`config.mk`:
```
export PLATFORM = sky130hd
export DESIGN_NAME = tpi_front
export DESIGN_NICKNAME = d
export VERILOG_FILES = /design/src/design/triangle_pixel_interpolator_unit_defines.svh /design/src/design/tpi_pkg.sv /design/src/design/tpi_front.sv
export SDC_FILE = /design/constraint.sdc
export NUM_CORES = 1
export LEC_CHECK = 0
export BUFFER_PORTS_ARGS = -buffer_cell sky130_fd_sc_hd__buf_2
export CORE_AREA = 2 2 145 147
export DETAILED_ROUTE_END_ITERATION = 16
export DIE_AREA = 0 0 147 149
export PLACE_DENSITY = 0.48
export RECOVER_POWER = 100
export SYNTH_ARGS = -nofsm -noshare
export SYNTH_HDL_FRONTEND = slang
export SYNTH_SLANG_ARGS = --single-unit
```
`constraint.sdc`:
```
create_clock -name vclk -period 2.4
set_input_delay 0.24 -clock vclk [all_inputs]
set_output_delay 0.24 -clock vclk [all_outputs]
set_load 0.005 [all_outputs]
```
`src/design/triangle_pixel_interpolator_unit_defines.svh`:
```
// Assertion macros shared by the triangle pixel interpolator RTL.
// No dependencies; included by the files that carry assertions.
`ifndef TRIANGLE_PIXEL_INTERPOLATOR_UNIT_DEFINES_SVH
`define TRIANGLE_PIXEL_INTERPOLATOR_UNIT_DEFINES_SVH

`ifndef SYNTHESIS
`define TPI_ASSERT(lbl, clk, rst, prop) \
  lbl: assert property (@(posedge clk) disable iff (rst) prop) else $error("tpi check failed");
`define TPI_NEVER(lbl, clk, rst, cond) \
  lbl: assert property (@(posedge clk) disable iff (rst) !(cond)) else $error("tpi bad state");
`else
`define TPI_ASSERT(lbl, clk, rst, prop)
`define TPI_NEVER(lbl, clk, rst, cond)
`endif

`endif

```
`src/design/tpi_pkg.sv`:
```
// Shared types, codes and fixed-point helpers of the triangle pixel interpolator.
// No dependencies; imported by every module of the block.
package tpi_pkg;

  localparam int ATTR_COUNT = 14;
  localparam int FRAC_BITS  = 16;
  localparam int INT_BITS   = 32 - FRAC_BITS;
  localparam int CORNERS    = 3;
  localparam int ATTR_DEPTH = CORNERS * ATTR_COUNT;
  localparam int ATTR_AW    = $clog2(ATTR_DEPTH);
  localparam int AIDX_W     = 4;
  localparam int CMD_DEPTH  = 4;
  localparam int CMD_AW     = $clog2(CMD_DEPTH);

  localparam logic [30:0] NEAR_RESET = 31'd6554;
  localparam logic [30:0] FAR_RESET  = 31'd65536000;
  localparam logic signed [63:0] Q_ONE = 64'sd1 <<< FRAC_BITS;

  localparam logic [1:0] REQ_POS   = 2'd0;
  localparam logic [1:0] REQ_ATTR  = 2'd1;
  localparam logic [1:0] REQ_QUERY = 2'd2;

  localparam logic [1:0] CULL_NONE  = 2'd0;
  localparam logic [1:0] CULL_BACK  = 2'd1;
  localparam logic [1:0] CULL_FRONT = 2'd2;

  localparam logic [1:0] CFG_CULL = 2'd0;
  localparam logic [1:0] CFG_NEAR = 2'd1;
  localparam logic [1:0] CFG_FAR  = 2'd2;

  localparam logic [2:0] ST_DRAWN       = 3'd0;
  localparam logic [2:0] ST_W_RANGE     = 3'd1;
  localparam logic [2:0] ST_NOT_COVERED = 3'd2;
  localparam logic [2:0] ST_CULLED      = 3'd3;
  localparam logic [2:0] ST_DEPTH_FAIL  = 3'd4;

  typedef enum logic [1:0] {
    CMD_POS,
    CMD_ATTR,
    CMD_QUERY
  } cmd_kind_t;

  typedef struct packed {
    cmd_kind_t         kind;
    logic [1:0]        slot;
    logic [AIDX_W-1:0] aidx;
    logic [31:0]       x;
    logic [31:0]       y;
    logic [31:0]       z;
    logic [31:0]       w;
    logic [31:0]       val;
  } cmd_t;

  typedef struct packed {
    logic        start;
    logic [63:0] num;
    logic [63:0] den;
  } div_req_t;

  typedef struct packed {
    logic        done;
    logic [31:0] quo;
  } div_rsp_t;

  typedef enum logic [1:0] {
    DV_IDLE,
    DV_CHECK,
    DV_RUN,
    DV_DONE
  } div_state_t;

  typedef enum logic [4:0] {
    S_IDLE,
    S_WCHK,
    S_EDIFF,
    S_EMUL1,
    S_EMUL2,
    S_ESUB,
    S_COVER,
    S_DIV,
    S_DIVW,
    S_MMUL,
    S_MACC,
    S_RDIV,
    S_RDIVW,
    S_DTEST,
    S_ARD,
    S_AMUL1,
    S_AQ1,
    S_AMUL2,
    S_AACC,
    S_AFIN,
    S_AOUT,
    S_FAIL
  } back_state_t;

  function automatic logic [63:0] sext64(input logic [31:0] v);
    sext64 = {{32{v[31]}}, v};
  endfunction

  function automatic logic [63:0] mag64(input logic [63:0] v);
    mag64 = v[63] ? (~v + 64'd1) : v;
  endfunction

  // clamp a 34-bit signed sum to 32 bits
  function automatic logic [31:0] sat34(input logic [33:0] v);
    if (v[33:31] == 3'b000 || v[33:31] == 3'b111) begin
      sat34 = v[31:0];
    end else if (v[33]) begin
      sat34 = 32'h8000_0000;
    end else begin
      sat34 = 32'h7FFF_FFFF;
    end
  endfunction

  // saturating a - b
  function automatic logic [31:0] sat_sub(input logic [31:0] a, input logic [31:0] b);
    logic [32:0] d;
    d = {a[31], a} - {b[31], b};
    if (d[32] == d[31]) begin
      sat_sub = d[31:0];
    end else if (d[32]) begin
      sat_sub = 32'h8000_0000;
    end else begin
      sat_sub = 32'h7FFF_FFFF;
    end
  endfunction

  // product scaled down by the fraction, truncated toward zero, saturated
  function automatic logic [31:0] qfix(input logic [63:0] p);
    logic [63:0] m;
    logic [63:0] s;
    logic [63:0] n;
    m = mag64(p);
    s = m >> FRAC_BITS;
    n = ~s + 64'd1;
    if (!p[63]) begin
      qfix = (s > 64'h7FFF_FFFF) ? 32'h7FFF_FFFF : s[31:0];
    end else begin
      qfix = (s > 64'h8000_0000) ? 32'h8000_0000 : n[31:0];
    end
  endfunction

endpackage

```
`src/design/tpi_front.sv`:
```
// Input side: takes request items, drops those that do nothing and packs the rest
// into commands for the queue. Depends on tpi_pkg.
module tpi_front (
  input  logic                        push,
  output logic                        full,
  input  logic [1:0]                  req_type,
  input  logic [1:0]                  vertex_slot,
  input  logic [tpi_pkg::AIDX_W-1:0]  attr_index,
  input  logic signed [31:0]          pos_x,
  input  logic signed [31:0]          pos_y,
  input  logic signed [31:0]          pos_z,
  input  logic signed [31:0]          pos_w,
  input  logic signed [31:0]          attr_value,
  input  logic signed [31:0]          depth_in,
  input  logic                        fifo_full,
  output logic                        cmd_push,
  output tpi_pkg::cmd_t               cmd
);
  import tpi_pkg::*;

  logic keep;
  logic slot_ok;

  assign full    = fifo_full;
  assign slot_ok = (vertex_slot < 2'(CORNERS));

  always_comb begin
    cmd.slot = vertex_slot;
    cmd.aidx = attr_index;
    cmd.x    = pos_x;
    cmd.y    = pos_y;
    cmd.z    = pos_z;
    cmd.w    = pos_w;
    cmd.val  = depth_in;
    cmd.kind = CMD_QUERY;
    keep     = 1'b0;
    case (req_type)
      REQ_POS: begin
        cmd.kind = CMD_POS;
        keep     = slot_ok;
      end
      REQ_ATTR: begin
        cmd.kind = CMD_ATTR;
        cmd.val  = attr_value;
        keep     = slot_ok && (attr_index < AIDX_W'(ATTR_COUNT));
      end
      REQ_QUERY: begin
        cmd.kind = CMD_QUERY;
        keep     = 1'b1;
      end
      default: keep = 1'b0;
    endcase
  end

  // ignored items are still transferred, they just never reach the queue
  assign cmd_push = push && !fifo_full && keep;

endmodule

```
* Word-level counts from Yosys, hierarchy flattened
Index checks and enable logic that the tools add are counted.
** Word-level totals
- Bits in registers :: 0
- Bits of input ports :: 202
- Output and inout port bits :: 170
- Logic and storage cells :: 12
** Cells by class
- Magnitude comparators :: 2
- Eq/ne operators :: 2
- Muxes and demuxes :: 3
- Reduce and logical (&&, ||, !) cells :: 5
** Operators with widths (count)
- two-way mux 32 bit :: 1
- less-than comparator 4 bit, second input constant :: 1
- case mux 2 bit (2 select lines) :: 1
- logical AND 1 bit :: 3
- case mux 1 bit (3 select lines) :: 1
- equality test 2 x 1 -> 1 bit, second input constant :: 1
- equality test 2 bit, second input constant :: 1
- logical NOT 2 bit :: 1
- less-than comparator 2 bit, second input constant :: 1
- logical NOT 1 bit :: 1

* Longest topological paths before layout
- Depth after elaboration :: 4
- Gate-level depth with buffers :: 4
- Gate-level depth less buffers :: 3

* Worst setup path after synthesis
Ideal clock, no wire load.
- Path type :: input to output
- Start point :: in req_type[0]
- End point :: out cmd[10] (netlist name)
- Data arrival time :: 0.944 ns
- Data required time :: 2.160 ns
- Path slack :: 1.216 ns
- Stages :: 4
- Buffers on the path :: 2
- Cell sequence :: nor2b_2 -> buf_6 -> buf_12 -> mux2_4
** RTL lines
- from (decl) :: line tpi_front.sv:6 : input logic [1:0] req_type,
- to (decl) :: line tpi_front.sv:17 : output tpi_pkg::cmd_t cmd

==> qor.csv <==
metric;value;unit
postSynthCellCount;178;
worst-path-buf-inv;3;
ys_seq_area_frac;0;
layout-drive-gt1-share;0.745;
grt_start_max_net_pins;28;
initial_core_util;0.0776;
clkbuf_count;0;
cp_top_family;buffers and inverters;
final_max_slew_viol_count;0;
placeableCoreArea;0.0206;mm2
postCtsSetupBuffers;0;
synth_top_area_frac;0.635;
post_drt_wl_per_cell;13.0;um
p_per_area;131;mW/mm2
cts_resized;0;
endpoint_kind;output port;
synthesis.area;0.00160;mm2
yosysMostFrequentCell;buf_4;
crit_chain;clkbuf_1 -> nor2b_4 -> buf_12 -> mux2_1 -> buf_2;
finalCritPeriodShare;0.673;
whs_endpoint;cmd[105];
cts_hold_buffers;0;
worst_pin_slew;0.275;ns
path_class;in -> out;
track_usage;0.0421;
regArea;0;um2
crit_path_start_kind;input port;
dpl-instance-area;0.00145;mm2
fmax;619;MHz
grt_pass1_wl;6710;um
fin_area;0.00133;mm2
final_hold_viol_count;0;
vias;1034;
io-pin-count;372;
worstHoldPathType;in -> out;
dieHeight;149;um
synth_area_per_cell;8.96;um2
ir_worst_vdd;0.0218;mV
syn_nets;380;
drt_pass1_iterations;2;
drt_iter0_drc;5;
synth_common_cells;buf_4, mux2_4, buf_12, mux2_2;
drc;0;
p_leak;0.586;nW
die_w;147;um
antennaDiodeCount;0;
maxCapViolCount;0;
critPathMaxFanout;27;
maxSlewHeadroom;0.816;
antenna_found_initial;0;
cp.arrival;1.37;ns
grt_pass1_vias;1034;
whs_path_depth;0;
setup_viol;0;
cp_data_required_time;2.16;ns
min_period;1.61;ns
die_area;0.0219;mm2
gp_congestion;0.610;
hpwl;4940;um
area_growth;-16.4;%
nets;357;
yosysTopAreaCell;buf_4;
worstHoldStart;pos_y[9];
status;finished clean;
port_buffers;114;
synth_area_leaders;buf_4, mux2_4, buf_12;
rsz0062_at_grt;no;
fin_setup_tns;0;ns
via_per_inst;2.42;
rows;53;
slowest_delay;0.36;ns
wl;5590;um
synth_warnings;0;
slowest_stage;mux2_1;
fillCellCount;2465;
antenna_left;0;
design.seq.count;0;
yosysUniqueCellTypes;12;
gr-total-overflow;0;
-- cells by family (layout without fill, tap and decap cells) --
family / after synthesis / in the layout / share of synthesized area
multiplexers: 32 / 32 / 0.294
AND/OR/NAND/NOR: 5 / 5 / 0.0188
buffers and inverters: 140 / 115 / 0.682
AO/OA/AOI/OAI: 1 / 1 / 0.00471
-- how the worst max path moves through the flow --
stage | end | cells after the start | from | slack [ns]
finish | cmd[8] | 5 | req_type[1] | 0.79
detailed placement | cmd[8] | 5 | req_type[1] | 0.77
global route | cmd[8] | 5 | req_type[1] | 0.72
floorplan | cmd[10] | 4 | req_type[0] | 1.22
global placement | cmd[8] | 5 | req_type[1] | 0.78
CTS | cmd[8] | 5 | req_type[1] | 0.76
-- where the power goes --
group | internal (mW) | switching, mW
Combinational | 0.106 | 0.0689
Clock | 0 | 0
Sequential | 0 | 0
-- final cells by class --
cell class         instances  area (um2)  area share
multi-input cells         38         407       0.305
repair buffers           115         583       0.437
well taps                275         344       0.258
-- placed cells by master, fill, tap and decap left out --
| cell type | count |
|---|---|
| clkbuf_1 | 6 |
| mux2_1 | 28 |
| nand2_1 | 1 |
| nand4_1 | 1 |
| mux2_4 | 1 |
| nor2_1 | 1 |
| mux2_2 | 3 |
| buf_12 | 1 |
| buf_2 | 108 |
| nand3b_1 | 1 |
| nor2b_4 | 1 |
| a211oi_1 | 1 |
-- through the flow --
| step | cells | hold slack [ns] | worst slack (ns) | util | total power, mW |
|---|---|---|---|---|---|
| after floorplan | 178 | 0.536 | 1.22 | - | 0.288 |
| after global placement | 428 | 0.480 | 0.783 | 0.0704 | 0.214 |
| after detailed placement | 428 | 0.480 | 0.768 | 0.0704 | 0.215 |
| after CTS | 428 | 0.480 | 0.764 | 0.0704 | 0.215 |
| after global routing | 428 | 0.480 | 0.718 | 0.0649 | 0.193 |
| final | 428 | 0.480 | 0.786 | 0.0649 | 0.175 |
-- layer usage --
| layer | vias up | global-route usage | share of wire | wire length [um] |
|---|---|---|---|---|
| li1 | 381 | - | - | - |
| met1 | 371 | 0.0162 | 0.18 | 994 |
| met2 | 230 | 0.0815 | 0.46 | 2550 |
| met3 | 52 | 0.0453 | 0.29 | 1610 |
| met4 | 0 | 0.0332 | 0.076 | 425 |
| met5 | - | 0 | 0 | 0 |
Note: power is estimated with default switching activity, not from simulation.
