$ cat config.mk
export PLATFORM = sky130hd
export DESIGN_NAME = tpi_cmd_fifo
export DESIGN_NICKNAME = d
export VERILOG_FILES = /design/src/design/triangle_pixel_interpolator_unit_defines.svh /design/src/design/tpi_pkg.sv /design/src/design/tpi_cmd_fifo.sv
export SDC_FILE = /design/constraint.sdc
export NUM_CORES = 1
export LEC_CHECK = 0
export CAP_MARGIN = 20
export CORE_ASPECT_RATIO = 0.5
export CORE_MARGIN = 4
export CORE_UTILIZATION = 23
export DETAILED_ROUTE_END_ITERATION = 7
export DONT_BUFFER_PORTS = 1
export PLACE_DENSITY_LB_ADDON = 0.05
export SYNTH_ARGS = -nofsm -noshare
export SYNTH_HDL_FRONTEND = slang
export SYNTH_SLANG_ARGS = --single-unit
$ cat constraint.sdc
create_clock -name clk -period 9.3 [get_ports clk]
set_clock_uncertainty 0.05 [all_clocks]
set_input_delay 0.465 -clock clk [delete_from_list [all_inputs] [get_ports clk]]
set_output_delay 0.465 -clock clk [all_outputs]
set_load 0.01 [all_outputs]
$ cat src/design/triangle_pixel_interpolator_unit_defines.svh
// Assertion macros shared by the triangle pixel interpolator RTL.
// No dependencies; included by the files that carry assertions.
`ifndef TRIANGLE_PIXEL_INTERPOLATOR_UNIT_DEFINES_SVH
`define TRIANGLE_PIXEL_INTERPOLATOR_UNIT_DEFINES_SVH

`ifndef SYNTHESIS
`define TPI_ASSERT(lbl, clk, rst, prop) \
  lbl: assert property (@(posedge clk) disable iff (rst) prop) else $error("tpi check failed");
`define TPI_NEVER(lbl, clk, rst, cond) \
  lbl: assert property (@(posedge clk) disable iff (rst) !(cond)) else $error("tpi bad state");
`else
`define TPI_ASSERT(lbl, clk, rst, prop)
`define TPI_NEVER(lbl, clk, rst, cond)
`endif

`endif

$ cat src/design/tpi_pkg.sv
// Shared types, codes and fixed-point helpers of the triangle pixel interpolator.
// No dependencies; imported by every module of the block.
package tpi_pkg;

  localparam int ATTR_COUNT = 14;
  localparam int FRAC_BITS  = 16;
  localparam int INT_BITS   = 32 - FRAC_BITS;
  localparam int CORNERS    = 3;
  localparam int ATTR_DEPTH = CORNERS * ATTR_COUNT;
  localparam int ATTR_AW    = $clog2(ATTR_DEPTH);
  localparam int AIDX_W     = 4;
  localparam int CMD_DEPTH  = 4;
  localparam int CMD_AW     = $clog2(CMD_DEPTH);

  localparam logic [30:0] NEAR_RESET = 31'd6554;
  localparam logic [30:0] FAR_RESET  = 31'd65536000;
  localparam logic signed [63:0] Q_ONE = 64'sd1 <<< FRAC_BITS;

  localparam logic [1:0] REQ_POS   = 2'd0;
  localparam logic [1:0] REQ_ATTR  = 2'd1;
  localparam logic [1:0] REQ_QUERY = 2'd2;

  localparam logic [1:0] CULL_NONE  = 2'd0;
  localparam logic [1:0] CULL_BACK  = 2'd1;
  localparam logic [1:0] CULL_FRONT = 2'd2;

  localparam logic [1:0] CFG_CULL = 2'd0;
  localparam logic [1:0] CFG_NEAR = 2'd1;
  localparam logic [1:0] CFG_FAR  = 2'd2;

  localparam logic [2:0] ST_DRAWN       = 3'd0;
  localparam logic [2:0] ST_W_RANGE     = 3'd1;
  localparam logic [2:0] ST_NOT_COVERED = 3'd2;
  localparam logic [2:0] ST_CULLED      = 3'd3;
  localparam logic [2:0] ST_DEPTH_FAIL  = 3'd4;

  typedef enum logic [1:0] {
    CMD_POS,
    CMD_ATTR,
    CMD_QUERY
  } cmd_kind_t;

  typedef struct packed {
    cmd_kind_t         kind;
    logic [1:0]        slot;
    logic [AIDX_W-1:0] aidx;
    logic [31:0]       x;
    logic [31:0]       y;
    logic [31:0]       z;
    logic [31:0]       w;
    logic [31:0]       val;
  } cmd_t;

  typedef struct packed {
    logic        start;
    logic [63:0] num;
    logic [63:0] den;
  } div_req_t;

  typedef struct packed {
    logic        done;
    logic [31:0] quo;
  } div_rsp_t;

  typedef enum logic [1:0] {
    DV_IDLE,
    DV_CHECK,
    DV_RUN,
    DV_DONE
  } div_state_t;

  typedef enum logic [4:0] {
    S_IDLE,
    S_WCHK,
    S_EDIFF,
    S_EMUL1,
    S_EMUL2,
    S_ESUB,
    S_COVER,
    S_DIV,
    S_DIVW,
    S_MMUL,
    S_MACC,
    S_RDIV,
    S_RDIVW,
    S_DTEST,
    S_ARD,
    S_AMUL1,
    S_AQ1,
    S_AMUL2,
    S_AACC,
    S_AFIN,
    S_AOUT,
    S_FAIL
  } back_state_t;

  function automatic logic [63:0] sext64(input logic [31:0] v);
    sext64 = {{32{v[31]}}, v};
  endfunction

  function automatic logic [63:0] mag64(input logic [63:0] v);
    mag64 = v[63] ? (~v + 64'd1) : v;
  endfunction

  // clamp a 34-bit signed sum to 32 bits
  function automatic logic [31:0] sat34(input logic [33:0] v);
    if (v[33:31] == 3'b000 || v[33:31] == 3'b111) begin
      sat34 = v[31:0];
    end else if (v[33]) begin
      sat34 = 32'h8000_0000;
    end else begin
      sat34 = 32'h7FFF_FFFF;
    end
  endfunction

  // saturating a - b
  function automatic logic [31:0] sat_sub(input logic [31:0] a, input logic [31:0] b);
    logic [32:0] d;
    d = {a[31], a} - {b[31], b};
    if (d[32] == d[31]) begin
      sat_sub = d[31:0];
    end else if (d[32]) begin
      sat_sub = 32'h8000_0000;
    end else begin
      sat_sub = 32'h7FFF_FFFF;
    end
  endfunction

  // product scaled down by the fraction, truncated toward zero, saturated
  function automatic logic [31:0] qfix(input logic [63:0] p);
    logic [63:0] m;
    logic [63:0] s;
    logic [63:0] n;
    m = mag64(p);
    s = m >> FRAC_BITS;
    n = ~s + 64'd1;
    if (!p[63]) begin
      qfix = (s > 64'h7FFF_FFFF) ? 32'h7FFF_FFFF : s[31:0];
    end else begin
      qfix = (s > 64'h8000_0000) ? 32'h8000_0000 : n[31:0];
    end
  endfunction

endpackage

$ cat src/design/tpi_cmd_fifo.sv
// Short command queue between the front classifier and the back sequencer.
// Depends on tpi_pkg for cmd_t and the queue depth.
module tpi_cmd_fifo (
  input  logic         clk,
  input  logic         rst,
  input  logic         push,
  input  tpi_pkg::cmd_t din,
  output logic         full,
  input  logic         pop,
  output tpi_pkg::cmd_t dout,
  output logic         valid
);
  import tpi_pkg::*;

  cmd_t              slots [CMD_DEPTH];
  logic [CMD_AW-1:0] wr_ptr;
  logic [CMD_AW-1:0] rd_ptr;
  logic [CMD_AW:0]   count;
  logic              do_push;
  logic              do_pop;

  assign full    = (count == (CMD_AW + 1)'(CMD_DEPTH));
  assign valid   = (count != '0);
  assign dout    = slots[rd_ptr];
  assign do_push = push && !full;
  assign do_pop  = pop && valid;

  always_ff @(posedge clk) begin
    if (rst) begin
      wr_ptr <= '0;
      rd_ptr <= '0;
      count  <= '0;
    end else begin
      if (do_push) begin
        wr_ptr <= wr_ptr + 1'b1;
      end
      if (do_pop) begin
        rd_ptr <= rd_ptr + 1'b1;
      end
      case ({do_push, do_pop})
        2'b10:   count <= count + 1'b1;
        2'b01:   count <= count - 1'b1;
        default: count <= count;
      endcase
    end
  end

  always_ff @(posedge clk) begin
    if (do_push) begin
      slots[wr_ptr] <= din;
    end
  end

endmodule

; Yosys cells after proc, flatten, opt, wreduce, memory -nomap -nowiden
; Memory sizes are Yosys's and may differ from the RTL's. A register that Yosys moved wholly into a read port is not among the register bits.
; Index checks and enable logic that the tools add are counted.
[totals]
output_inout_bits = 170
regBits = 7
n_memories = 1
input_bits = 172
ram_bits = 672
latchBits = 0
rom_bits = 0
[mem_list]
columns = memory, words, word_bits, rd, rd_ports_with_merged_regs, wr, line_no
row1 = slots, 4, 168, 1, 1, 1, tpi_cmd_fifo.sv:15  ; cmd_t slots [CMD_DEPTH];
[op_classes]
shift = 0
n_div = 0
reduce_logical = 5
n_mul = 0
order_cmp = 0
eq_ne = 3
bitwise_logic = 0
mux = 5
add_sub_neg = 4
[ops]
columns = cell, count
row1 = $pmux 3 s2, 1
row2 = $add 2x1->2 const B, 2
row3 = $mux 2, 2
row4 = $add 3x1->3 const B, 1
row5 = $eq 3x3->1 const B, 1
row6 = $reduce_bool 3->1, 1
row7 = $sub 3x1->3 const B, 1
row8 = $eq 2x1->1 const B, 1
row9 = $eq 2x2->1 const B, 1
row10 = $logic_and 1x1->1, 2
row11 = $mux 1, 2
row12 = $reduce_bool 2->1, 1
row13 = $logic_not 1->1, 1

; Logic depth before layout (Yosys ltp)
; Gate-level depths: netlist of the first run.
[logic_depth]
depth_word = 5
mapped_depth = 9
ltp_nobuf = 9

; Least setup slack after synthesis of the first run
; Ideal clock, no wire load.
[synth_timing]
path_type = register to register
start = register count[2]
end = memory slots[0][0] in the netlist's numbering, enable pin
n_path_buf = 0
required_time_ns = 8.702
stages_incl_launch_ff = 4
setup_ns = 0.548
path_slack_ns = 4.067
arrival_time_ns = 4.635
cell_sequence = dfxtp_1 > nor3b_1 > nor2_1 > and2_1
[synth_between]
elab_chain_len = 5
[synth_lines]
columns = item, line_no
row1 = start: declaration, tpi_cmd_fifo.sv:18  ; logic [CMD_AW:0] count;
row2 = start signal: assignment, tpi_cmd_fifo.sv:41  ; 2'b10: count <= count + 1'b1;
row3 = start signal: assignment, tpi_cmd_fifo.sv:42  ; 2'b01: count <= count - 1'b1;
row4 = start signal: assignment, tpi_cmd_fifo.sv:43  ; default: count <= count;
row5 = $eq 3x3->1, tpi_cmd_fifo.sv:22  ; assign full = (count == (CMD_AW + 1)'(CMD_DEPTH));
row6 = via full, tpi_cmd_fifo.sv:8  ; output logic full,
row7 = $logic_not 1->1, tpi_cmd_fifo.sv:25  ; assign do_push = push && !full;
row8 = $logic_and 1x1->1, tpi_cmd_fifo.sv:25
row9 = $mux 1, tpi_cmd_fifo.sv:49  ; if (do_push) begin
row10 = $mux 1 (not written as such), tpi_cmd_fifo.sv:50  ; slots[wr_ptr] <= din;
row11 = end: declaration, tpi_cmd_fifo.sv:15
; The timed path passes the listed nets, and every way through them passes these cells.

==> flow_metrics.py, run 1 <==
metrics = {
    "pwr": {
        "p_leak_uw": 0.00912,
        "vdd_drop_max_mv": 0.162,
        "p_per_area_nw_per_um2": 267,
    },
    "worst_setup_path": {
        "path_cells": "buf_4 > buf_4 > mux4_2",
        "startpoint_type": "flip-flop",
        "reg2reg_from": "count[0]",
        "r2r_end": "slots[2][81]",
        "crit_required_ns": 8.79,
        "reg2regPathDepth": 6,
        "r2r_slack_ns": 5.91,
        "critical_path_class": "flip-flop to output pin",
        "crit_path_max_fanout": 38,
        "critPathMostFrequentCell": "buf_4",
        "slowest_stage": "buf_4",
        "critPathCaptureType": "output pin",
        "slowest_delay_ns": 0.76,
        "arrival_ns": 3.31,
    },
    "floorplanning": {
        "num_rows": 84,
        "ioPinCount": 342,
        "start_util": 0.233,
        "die-area_um2": 113000,
        "die_w_um": 472,
        "core_um2": 106000,
        "die_y_um": 240,
    },
    "cells_and_area": {
        "layout.nets": 1320,
        "final_core_util": 0.286,
        "area_growth_pct": 22.6,
        "drive_gt1_frac": 0.241,
    },
    "drt": {
        "ant_nets": 0,
        "first_pass_iters": 6,
        "vias": 10359,
        "first_iter_violations": 496,
        "drc_errors": 0,
        "routed_wl_um": 60000,
        "wire_per_inst_um": 22.9,
        "detail_route.vias_per_cell": 3.96,
    },
    "clocking": {
        "holdBufCountCts": 169,
        "post_cts_resized": 0,
        "numCtsBuffers": 69,
        "clk_latency_ns": 0.61,
        "cts_tree": "built",
        "clock_path_buffers": 3,
        "cts.sinks": 681,
        "cts-root-buf": "clkbuf_16",
        "clkTransAtPathRegs_ns": 0.06,
        "postCtsSetupRepairBufs": 0,
        "cts_max_level": 3,
    },
    "min_path": {
        "hold_class": "primary input to flip-flop",
        "hold_depth": 3,
        "hp-start": "push",
        "worstHoldEndpoint": "wr_ptr[0]",
    },
    "global_route": {
        "overflow": 0,
        "grt_first_pass_wirelength_um": 85300,
        "grt_max_degree": 131,
        "grt_util_all_layers": 0.106,
        "antenna_found_initial": 1,
        "grt_pass1_vias": 11549,
    },
    "synth": {
        "synth-seq-cells": 681,
        "syn_area_per_cell_um2": 26.6,
        "synth_top_flop_cell": "edfxtp_1",
        "synth_top_cells_by_count": "672 x edfxtp_1, 168 x mux4_2, 18 x buf_2, 15 x buf_6, 9 x dfxtp_1",
        "yosysWarnings": 0,
        "synthArstFlopShare": 0,
        "ys_types": 22,
        "synth.area.top_cells": "edfxtp_1 82%, mux4_2 15%, dfxtp_1 0.73%, buf_6 0.68%, buf_2 0.36%",
        "yosys.area.top_type": "edfxtp_1",
        "syn_area_um2": 24700,
        "synth.most_common_cell": "edfxtp_1",
        "synth_top_area_frac": 0.817,
        "synth_fp_nets": 1108,
        "seq_area_frac_synth": 0.824,
        "syn_inst": 930,
        "synth_edf_count": 672,
    },
    "placed_design": {
        "place_congestion": 0.652,
        "hpwlAfterDp_um": 34200,
        "io_buffers": 0,
    },
    "outcome": {
        "status": "finished clean",
    },
    "timing": {
        "period_share": 0.411,
        "rsz0062_at_grt": "false",
        "fin_setup_tns_ns": 0,
        "slew_headroom": 0.331,
        "hold_viol_final": 0,
        "finalSetupViolations": 0,
        "worst_pin_slew_ns": 1.00,
        "fin_crit_ns": 3.82,
        "slew_viol_final": 0,
        "max_freq_mhz": 262,
    },
    "flow_run": {
        "max-cap-violations": 0,
    },
}
## power breakdown
group          internal (µW)  total, µW  switching (µW)
registers               3670       3740            76.8
logic                    649       1590             946
clock network           1550       2740            1190
## layout by cell type, fill, tap and decap left out
cell type,Yosys,routed
a21oi_1,3,3
edfxtp_1,672,672
inv_6,0,4
nor3b_1,1,1
o31a_1,1,1
xnor2_1,1,1
xor2_1,3,3
o21ai_0,2,2
clkinv_2,0,16
dfxtp_1,9,7
or3_1,3,3
nand2b_1,2,2
clkinvlp_4,0,3
buf_12,0,6
clkbuf_1,5,10
nor2_1,7,7
clkbuf_16,0,73
clkinv_1,0,13
dfxtp_4,0,2
mux4_2,168,168
clkinv_8,0,2
inv_1,7,7
o311ai_0,1,1
buf_4,0,5
and2_4,0,4
mux2i_1,1,1
diode_2,0,1
fa_1,1,1
bufinv_16,0,4
ha_1,5,5
clkinv_4,0,1
dlygate4sd3_1,0,169
## worst max-delay path by stage
stage	endpoint	startpoint	cells after the start	slack, ns
2_1_floorplan	slots[0][0]	count[2]	3	4.07
3_3_place_gp	slots[2][87]	count[0]	6	5.84
3_5_place_dp	slots[2][87]	count[0]	6	5.81
4_1_cts	dout[48]	flip-flop	3	5.29
5_1_grt	dout[42]	flip-flop	3	5.12
6_report	dout[42]	flip-flop	3	5.48
## area by class of cell
type,instances,area [µm²]
multi-input cells,203,4050
inverters,7,26.3
clock buffers,83,1860
clock inverters,43,348
flip-flops and latches,681,20400
repair buffers,180,1850
well taps,1419,1780
fillers,10296,75600
diodes,1,2.50
## logic make-up after synthesis
family,share of synthesized area
adders and majority gates,0.00334
and+or+nand+nor,0.00365
DFF,0.824
AOI/OAI and AO/OA,0.00172
xor gates and xnor gates,0.00142
muxes,0.154
buffers and inverters,0.0125
## critical path, delay by kind of cell, from the launching register on
family | cells | cell delay [ns]
buffers and inverters | 2 | 1.46
muxes | 1 | 0.67
DFF | 1 | 0.45
## per-layer routing
layer  vias to the layer above  global-route usage  wire length, µm
li1                       4456                   -                -
met1                      5662               0.114            22300
met2                       155               0.203            34100
met3                        86              0.0287             2370
met4                         0              0.0299             1280
met5                         -                   0                0
## state kept, by name, indices dropped and copies added, names as in the netlist, named ones only
register	count
count	3
slots	672
wr_ptr	2
rd_ptr	2
## metrics by stage
stage / std cells / area (µm²) / setup WS (ns) / total power, µW / hold WS (ns)
finish: 2617 / 30300 / 5.48 / 8080 / 0.0934
global route: 2616 / 30300 / 5.12 / 8510 / 0.0478
CTS: 2616 / 30300 / 5.29 / 8330 / 0.0161
detailed placement: 2321 / 26400 / 5.81 / 5430 / 0.473
global placement: 2321 / 26400 / 5.84 / 5410 / 0.444
floorplan: 930 / 24700 / 4.07 / 5010 / 0.432
Power figures use the tool's default switching activity.
==> inputs of run 2 (changes only) <==
==> constraint.sdc (replaced) <==
create_clock -name clk -period 3.55 [get_ports clk]
set_clock_uncertainty 0.05 [all_clocks]
set_input_delay 0.1775 -clock clk [delete_from_list [all_inputs] [get_ports clk]]
set_output_delay 0.1775 -clock clk [all_outputs]
set_load 0.01 [all_outputs]
==> flow_metrics.py, run 2 (synthesis results as in run 1) <==
metrics = {
    "drt": {
        "detail_route.vias_per_cell": 3.97,
        "wire_per_inst_um": 23.4,
        "ant_nets": 0,
        "drc_errors": 0,
        "route.met3.wl_um": 2280,
        "vias": 10579,
        "wl_met1_um": 24000,
        "routed_wl_um": 62400,
        "first_iter_violations": 507,
        "route.met2.wl_um": 34700,
        "top_layer_used": "met5",
        "first_pass_iters": 4,
    },
    "floorplanning": {
        "num_rows": 84,
        "die_y_um": 240,
        "die_w_um": 472,
        "ioPinCount": 342,
        "core_um2": 106000,
        "start_util": 0.233,
        "die-area_um2": 113000,
    },
    "cells_and_area": {
        "top_regs": "slots: 672 flops, count: 3 flops",
        "largest_reg_flops": 672,
        "drive_gt1_frac": 0.263,
        "largest_register": "slots",
        "final_core_util": 0.292,
        "fillerInstances": 10271,
        "area_growth_pct": 25.0,
        "final_common_cell": "edfxtp_1",
        "final_cell_mix": "672 x edfxtp_1, 172 x dlygate4sd3_1, 168 x mux4_2",
        "layout.nets": 1369,
    },
    "worst_setup_path": {
        "critical_path_class": "flip-flop to output pin",
        "slowest_delay_ns": 0.87,
        "r2r_slack_ns": 1.08,
        "crit_path_max_fanout": 31,
        "startpoint_type": "flip-flop",
        "cp_num_buf_inv": 1,
        "path_cells": "buf_12 > mux4_2",
        "crit_required_ns": 3.32,
        "cp_top_family": "flip-flops",
        "arrival_ns": 2.57,
        "critPathCaptureType": "output pin",
        "slowest_stage": "dfxtp_4",
    },
    "clocking": {
        "post_cts_resized": 0,
        "cts-root-buf": "clkbuf_16",
        "clock_path_buffers": 3,
        "clk_latency_ns": 0.62,
        "cts_tree": "built",
        "clkTransAtPathRegs_ns": 0.06,
        "cts_max_level": 3,
        "postCtsSetupRepairBufs": 0,
        "numCtsBuffers": 70,
        "cts.sinks": 681,
    },
    "timing": {
        "fin_crit_ns": 2.80,
        "max_freq_mhz": 357,
        "slew_viol_final": 0,
        "rsz0062_at_grt": "false",
        "fin_setup_tns_ns": 0,
        "hold_viol_final": 0,
        "period_share": 0.788,
        "worst_pin_slew_ns": 0.817,
        "layout_setup_ws_ns": 0.753,
        "finalSetupViolations": 0,
        "slew_headroom": 0.455,
    },
    "global_route": {
        "overflow": 0,
        "grt_pass1_vias": 11585,
        "grt_util_all_layers": 0.110,
        "grt_max_degree": 69,
        "grt_first_pass_wirelength_um": 88100,
        "antenna_found_initial": 2,
    },
    "flow_run": {
        "max-cap-violations": 0,
    },
    "outcome": {
        "status": "finished clean",
    },
    "pwr": {
        "vdd_drop_max_mv": 0.316,
        "p_per_area_nw_per_um2": 696,
        "p_leak_uw": 0.00943,
    },
    "min_path": {
        "hold_class": "primary input to flip-flop",
    },
    "placed_design": {
        "io_buffers": 0,
        "place_congestion": 0.684,
        "place_worst_setup_slack_ns": 1.00,
        "hpwlAfterDp_um": 40900,
    },
}
[run 2: repair_timing]
action,4_1_cts,5_1_grt
endpoints found under the hold margin,681,0
setup endpoints to repair,0,0
hold buffers,172,0
[run 2: area by class of cell]
class                           instances  area [µm²]  area share
Clock inverter                         35         253     0.00819
Timing Repair Buffer                  228        2450      0.0795
Antenna cell                            1        2.50   0.0000810
Multi-Input combinational cell        203        4050       0.131
Clock buffer                           91        1950      0.0630
Tap cell                             1419        1780      0.0575
Sequential cell                       681       20400       0.660
Inverter                                7        26.3    0.000851
[run 2: through the flow]
step	total power, µW	cells	area, µm²	hold slack (ns)
2_1_floorplan	13100	930	24700	0.226
3_3_place_gp	14600	2366	27000	0.202
3_5_place_dp	14600	2366	27000	0.202
4_1_cts	22200	2664	30900	0.114
5_1_grt	22600	2665	30900	0.146
6_report	21500	2665	30900	0.200
[run 2: final timing paths]
| kind | from | endpoint | cells past startpoint |
|---|---|---|---|
| worst max-delay path | flip-flop | dout[112] | 2 |
| worst min-delay path | din[58] | slots[0][58] | 1 |
| worst max register to register | count[2] | slots[1][123] | 5 |
| worst min register to register | wr_ptr[1] | wr_ptr[1] | 2 |
[run 2: routing by layer]
metal | track usage | vias to the layer above
met5 | 0 | -
met4 | 0.0312 | 2
met3 | 0.0280 | 101
met2 | 0.206 | 156
met1 | 0.123 | 5760
li1 | - | 4560
[run 2: where the power goes]
part | internal [µW] | leakage [µW] | switching, µW | total [µW]
clock network | 4080 | 0.00108 | 3060 | 7140
registers | 9590 | 0.00624 | 292 | 9880
logic | 1940 | 0.00210 | 2530 | 4470
total | 15600 | 0.00943 | 5880 | 21500
